==> config.mk <==
export PLATFORM = sky130hd
export DESIGN_NAME = length_prefix_deframer_unit
export DESIGN_NICKNAME = d
export VERILOG_FILES = /design/src/design/lpd_pkg.sv /design/src/design/length_prefix_deframer_unit.sv
export SDC_FILE = /design/constraint.sdc
export NUM_CORES = 1
export LEC_CHECK = 0
export ABC_AREA = 1
export BUFFER_PORTS_ARGS = -buffer_cell sky130_fd_sc_hd__clkbuf_2
export CAP_MARGIN = 20
export CORE_MARGIN = 5
export CORE_UTILIZATION = 60
export CTS_CLUSTER_DIAMETER = 150
export DETAILED_ROUTE_END_ITERATION = 6
export GPL_TIMING_DRIVEN = 0
export PLACE_DENSITY = 0.76
export SETUP_SLACK_MARGIN = 0.15
export SLEW_MARGIN = 20
export SYNTH_ARGS = -nofsm -noshare
export SYNTH_HDL_FRONTEND = slang
export SYNTH_SLANG_ARGS = --single-unit
==> constraint.sdc <==
create_clock -name clk -period 3.9 [get_ports clk]
set_input_delay 0 -clock clk [delete_from_list [all_inputs] [get_ports clk]]
set_output_delay 0 -clock clk [all_outputs]
set_load 0.005 [all_outputs]
==> src/design/lpd_pkg.sv <==
`timescale 1ns / 1ps
`default_nettype none

package lpd_pkg;

    typedef enum logic [1:0] {
        KIND_BYTE  = 2'd0,
        KIND_EMPTY = 2'd1,
        KIND_ERROR = 2'd2
    } kind_t;

    typedef enum logic [2:0] {
        ST_HEADER  = 3'b001,
        ST_PAYLOAD = 3'b010,
        ST_DROPPED = 3'b100
    } state_t;

    localparam logic [31:0] HDR_LEN           = 32'd4;
    localparam logic [1:0]  HDR_LAST_INDEX    = 2'd3;
    localparam logic [31:0] MAX_PAYLOAD_RESET = 32'd1048576;

endpackage

`default_nettype wire

==> src/design/length_prefix_deframer_unit.sv <==
// Length-prefixed stream deframer.
// Input channel (in_valid/in_ready, rx_byte) takes one stream byte per transfer.
// Each frame opens with a 4-byte big-endian length that includes the header.
// Output channel (out_valid/out_ready) carries kind, payload_byte, frame_end:
// one transfer per payload byte, one for an empty frame, one for a length error.
// Header bytes other than an empty or bad fourth byte give no output.
// A result is registered and presented in the cycle after its byte is accepted.
// Throughput: one byte per cycle; the result register is the single stage, and
// a new byte is taken whenever that register is empty or being emptied.
// When the receiver stalls with a result pending, in_ready drops until the
// result is transferred.
// cfg_we/cfg_wdata write max_payload; it applies from the next
// completed header onward.
// After a length error every later byte is accepted and dropped until reset.
// Reset empties the output register, clears the frame state and the dropped
// condition, and sets max_payload to 1048576.
`timescale 1ns / 1ps
`default_nettype none

module length_prefix_deframer_unit (
    input  wire logic            clk,
    input  wire logic            rst_n,
    input  wire logic            in_valid,
    output logic                 in_ready,
    input  wire logic [7:0]      rx_byte,
    output logic                 out_valid,
    input  wire logic            out_ready,
    output lpd_pkg::kind_t       kind,
    output logic [7:0]           payload_byte,
    output logic                 frame_end,
    input  wire logic            cfg_we,
    input  wire logic [31:0]     cfg_wdata
);

    import lpd_pkg::*;

    state_t      state_reg, state_next;
    logic [23:0] header_bytes_reg, header_bytes_next;
    logic [1:0]  header_index_reg, header_index_next;
    logic [31:0] bytes_left_reg, bytes_left_next;
    logic [31:0] max_payload_reg;

    logic        out_valid_reg, out_valid_next;
    kind_t       kind_reg, kind_next;
    logic [7:0]  payload_byte_reg, payload_byte_next;
    logic        frame_end_reg, frame_end_next;

    logic        in_xfer;
    logic        produce;
    logic [31:0] frame_len;

    assign in_ready  = !out_valid_reg || out_ready;
    assign in_xfer   = in_valid && in_ready;
    assign frame_len = {header_bytes_reg, rx_byte} - HDR_LEN;

    always_comb
    begin
        state_next        = state_reg;
        header_bytes_next = header_bytes_reg;
        header_index_next = header_index_reg;
        bytes_left_next   = bytes_left_reg;
        produce           = 1'b0;
        kind_next         = KIND_BYTE;
        payload_byte_next = 8'd0;
        frame_end_next    = 1'b0;
        if (in_xfer)
        begin
            case (state_reg)
                ST_PAYLOAD:
                begin
                    produce           = 1'b1;
                    payload_byte_next = rx_byte;
                    if (bytes_left_reg <= 32'd1)
                    begin
                        bytes_left_next = 32'd0;
                        state_next      = ST_HEADER;
                        frame_end_next  = 1'b1;
                    end
                    else
                    begin
                        bytes_left_next = bytes_left_reg - 32'd1;
                    end
                end
                ST_HEADER:
                begin
                    if (header_index_reg != HDR_LAST_INDEX)
                    begin
                        header_bytes_next = {header_bytes_reg[15:0], rx_byte};
                        header_index_next = header_index_reg + 2'd1;
                    end
                    else
                    begin
                        header_bytes_next = 24'd0;
                        header_index_next = 2'd0;
                        if (frame_len > max_payload_reg)
                        begin
                            state_next = ST_DROPPED;
                            produce    = 1'b1;
                            kind_next  = KIND_ERROR;
                        end
                        else if (frame_len == 32'd0)
                        begin
                            produce        = 1'b1;
                            kind_next      = KIND_EMPTY;
                            frame_end_next = 1'b1;
                        end
                        else
                        begin
                            bytes_left_next = frame_len;
                            state_next      = ST_PAYLOAD;
                        end
                    end
                end
                ST_DROPPED:
                begin
                    state_next = ST_DROPPED;
                end
                default:
                begin
                    state_next = ST_HEADER;
                end
            endcase
        end
    end

    always_comb
    begin
        if (produce)
            out_valid_next = 1'b1;
        else if (out_ready)
            out_valid_next = 1'b0;
        else
            out_valid_next = out_valid_reg;
    end

    always_ff @(posedge clk or negedge rst_n)
    begin
        if (!rst_n)
        begin
            state_reg        <= ST_HEADER;
            header_bytes_reg <= 24'd0;
            header_index_reg <= 2'd0;
            bytes_left_reg   <= 32'd0;
            max_payload_reg  <= MAX_PAYLOAD_RESET;
            out_valid_reg    <= 1'b0;
        end
        else
        begin
            state_reg        <= state_next;
            header_bytes_reg <= header_bytes_next;
            header_index_reg <= header_index_next;
            bytes_left_reg   <= bytes_left_next;
            out_valid_reg    <= out_valid_next;
            if (cfg_we)
                max_payload_reg <= cfg_wdata;
        end
    end

    // hold the result until transferred
    always_ff @(posedge clk)
    begin
        if (produce)
        begin
            kind_reg         <= kind_next;
            payload_byte_reg <= payload_byte_next;
            frame_end_reg    <= frame_end_next;
        end
    end

    assign out_valid    = out_valid_reg;
    assign kind         = kind_reg;
    assign payload_byte = payload_byte_reg;
    assign frame_end    = frame_end_reg;

    a_drop_sticky: assert property (@(posedge clk) disable iff (!rst_n)
        state_reg == ST_DROPPED |=> state_reg == ST_DROPPED)
        else $error("dropped state left before reset");

    a_error_drops: assert property (@(posedge clk) disable iff (!rst_n)
        out_valid_reg && kind_reg == KIND_ERROR |-> state_reg == ST_DROPPED)
        else $error("length error reported without dropping the stream");

    a_payload_count: assert property (@(posedge clk) disable iff (!rst_n)
        state_reg == ST_PAYLOAD |-> bytes_left_reg != 32'd0)
        else $error("payload state with no bytes left");

    a_header_idle: assert property (@(posedge clk) disable iff (!rst_n)
        state_reg != ST_HEADER |-> header_index_reg == 2'd0)
        else $error("header bytes gathered outside header state");

endmodule

`default_nettype wire

==> impl_metrics.toml <==
[worst_setup_path]
crit_cells = 16
cp.arrival_ps = 3610
cp_num_buf_inv = 0
crit_top_cell = "nand2_1"
cp.required_ps = 3970
reg2reg_depth = 16
path_delay_family = "simple AND/OR/NAND/NOR gates"
crit_path_cell_trace = "nor2_1 -> nand2_1 -> nor2_2 -> nand2_1 -> nor2_1 -> xor2_1 -> ha_1 -> nand2_1 -> nor2_1 -> nand2_1 -> nor2_1 -> nand2_1 -> a21oi_2 -> o21bai_4 -> nand3_1 -> nand2_4"
critPathSlowestCell = "dfrtp_1"
path_class = "reg -> reg"
cp_max_fo = 11
r2r_slack_ps = 350
reg2reg_from = "header_bytes_reg[1]"
crit_path_start_kind = "flop"
critPathMaxStageDelay_ps = 410
rr_endpoint = "payload_byte[4]"
endpoint_kind = "flop"

[layout]
drive_gt1_frac = 0.113
finalInstanceArea_mm2 = 0.00809
multiInputGateArea_mm2 = 0.00366
syn2layout_area_growth_pct = 16.9
fill_cells = 978
nets = 1134
antenna_cells = 0
seq_area_mm2 = 0.00269
final_core_util = 0.711

[timing]
setup_viol = 0
drv_slew = 0
fmax_ghz = 0.282
maxSlewHeadroom = 0.584
worstMarginPinSlew_ps = 624
fin_crit_ps = 3550
post-route-period-util = 0.909
hold_viol_final = 0
fin_skew_ps = 12.1
setup_tns_ps = 0
rsz0062_at_grt = "no"

[placement]
portBuffers = 56
dpl.hpwl_mm = 13.7
dpl-instance-area_mm2 = 0.00741
gp_congestion = 0.931

[floorplan]
die_h_um = 117
die-area_mm2 = 0.0138
start_util = 0.608
core_mm2 = 0.0114
fp-row-count = 39
pin_count = 58
die_x_um = 117

[global_route]
antenna_found_initial = 0
overflow = 0
grt_pass1_vias = 6365
grt_start_max_net_pins = 90
grt_first_pass_wirelength_mm = 31.0
grt_usage = 0.275

[logic_synthesis]
yosysWarnings = 0
synth_fp_nets = 1027
synth_edf_count = 11
syn_inst = 945
synth_seq_cells = 105
ys_types = 37
async_flop_share = 0.895
syn_avg_cell_area_um2 = 7.32
netlist_area_mm2 = 0.00691
synthFlopType = "dfrtp_1"
ys_seq_area_frac = 0.388

[power_and_ir_drop]
p_leak_nw = 4.13
p_switching_w = 0.00263
finalPower_w = 0.00552
p_comb_frac = 0.521
seqPwrFrac = 0.322
irDropWorstVdd_uv = 560
intPower_w = 0.00289
clkPwrFrac = 0.157
switching_share = 0.477
p_per_area_mw_per_mm2 = 683

[hold_path]
min_path_cells = 3
hp-class = "in -> reg"
min-delay-start = "rx_byte[1]"
hold_path_end = "header_bytes_reg[1]"

[run_status]
status = "finished clean"

[clock_network]
clk_latency_ps = 360
cts_buffer_depth = 2
cts_num_sinks = 105
postCtsSetupRepairBufs = 0
cts_inserted_buffers = 9
ctsRootBufferMaster = "clkbuf_16"
cts.htree.levels = 3
tritoncts = "built"
clkSlewWorstSetupHoldPaths_ps = 70

[drt]
drc = 0
wl_mm = 18.5
ant_nets = 0
routedWlPerCell_um = 15.5
via_count = 6591
drtPass1Iterations = 6
avgViaCountPerCell = 5.49
drtIter0Drc = 581

[run]
maxCapViolations = 0
[Yosys cell counts (3+ instances only)]
cell | count | area share
o21ai_0 | 54 | 0.039
o22ai_1 | 47 | 0.043
clkbuf_1 | 17 | 0.0092
xor2_1 | 21 | 0.027
or2_2 | 5 | 0.0045
buf_2 | 4 | 0.0029
nand2_2 | 13 | 0.012
nor2_2 | 6 | 0.0054
dfrtp_1 | 92 | 0.33
ha_1 | 37 | 0.067
nor2_1 | 115 | 0.062
nand2_1 | 256 | 0.14
xnor2_1 | 13 | 0.016
nor3_1 | 9 | 0.0065
nand3_1 | 68 | 0.049
nand4_1 | 15 | 0.014
a21oi_1 | 18 | 0.013
nor2_4 | 3 | 0.0049
nand2_4 | 3 | 0.0049
edfxtp_1 | 11 | 0.048
inv_1 | 116 | 0.063
[logic make-up (layout without fill, tap and decap cells)]
kind of cell | Yosys count | count (layout) | synth area share
and+or+nand+nor | 499 | 499 | 0.314
buffers and inverters | 144 | 256 | 0.0834
adders and majority gates | 37 | 37 | 0.0670
xor gates and xnor gates | 34 | 34 | 0.0431
DFF | 105 | 105 | 0.388
muxes | 1 | 1 | 0.00163
AOI/OAI and AO/OA | 125 | 125 | 0.103
[cell usage in the layout, fill, tap and decap left out, drive strengths merged, types with 37 or more instances in the layout]
cell type,Yosys,layout
nand2,272,272
nor2,126,126
inv,117,117
dfrtp,92,92
clkbuf,17,83
nand3,69,69
o21ai,54,54
o22ai,47,47
dlygate4sd3,0,39
ha,37,37
[final cells by class]
class,count,area share
Sequential cell,105,0.332
Tap cell,143,0.0221
Multi-Input combinational cell,696,0.453
Inverter,118,0.0548
Clock inverter,6,0.00557
Clock buffer,10,0.0283
Timing Repair Buffer,96,0.0874
Buffer,26,0.0166
[power groups by stage]
stage / logic, W / clock network (W) / registers, W
2_1_floorplan: 0.00212 / 0 / 0.00170
3_3_place_gp: 0.00273 / 0 / 0.00178
3_5_place_dp: 0.00279 / 0 / 0.00178
4_1_cts: 0.00283 / 0.000880 / 0.00177
5_1_grt: 0.00324 / 0.000923 / 0.00182
6_report: 0.00287 / 0.000868 / 0.00178
[stage by stage]
stage               hold WS (ps)  cells  worst slack [ps]
finish                      21.4   1200               354
global route                51.8   1200               133
CTS                         20.7   1200               190
detailed placement          -176   1145               219
global placement             206   1144               238
floorplan                   -296    945              1000
[routing by layer]
metal | vias up | track usage | routed length (um)
met5 | - | 0 | 0
met4 | 0 | 0.0841 | 406
met3 | 26 | 0.0525 | 1170
met2 | 222 | 0.440 | 8540
met1 | 3060 | 0.378 | 8420
li1 | 3283 | - | -
[worst min-delay path: stages]
cell and delay [ps]:
clkbuf_2 110, inv_1 90, o22ai_1 140
[worst max path at each step]
stage | from | end | slack [ps]
finish | header_bytes_reg[1] | payload_byte[4] | 350
global route | header_bytes_reg[1] | payload_byte[6] | 130
CTS | header_bytes_reg[1] | payload_byte[4] | 190
detailed placement | header_bytes_reg[2] | payload_byte[4] | 220
global placement | header_bytes_reg[2] | payload_byte[6] | 240
floorplan | header_bytes_reg[0] | frame_end | 1000
[what timing repair did]
action	4_1_cts	5_1_grt
setup endpoints to repair	0	38
hold buffers	39	0
hold endpoints to repair	129	0
gates resized for setup	0	3
No activity file was read; power rests on OpenSTA's default activity.
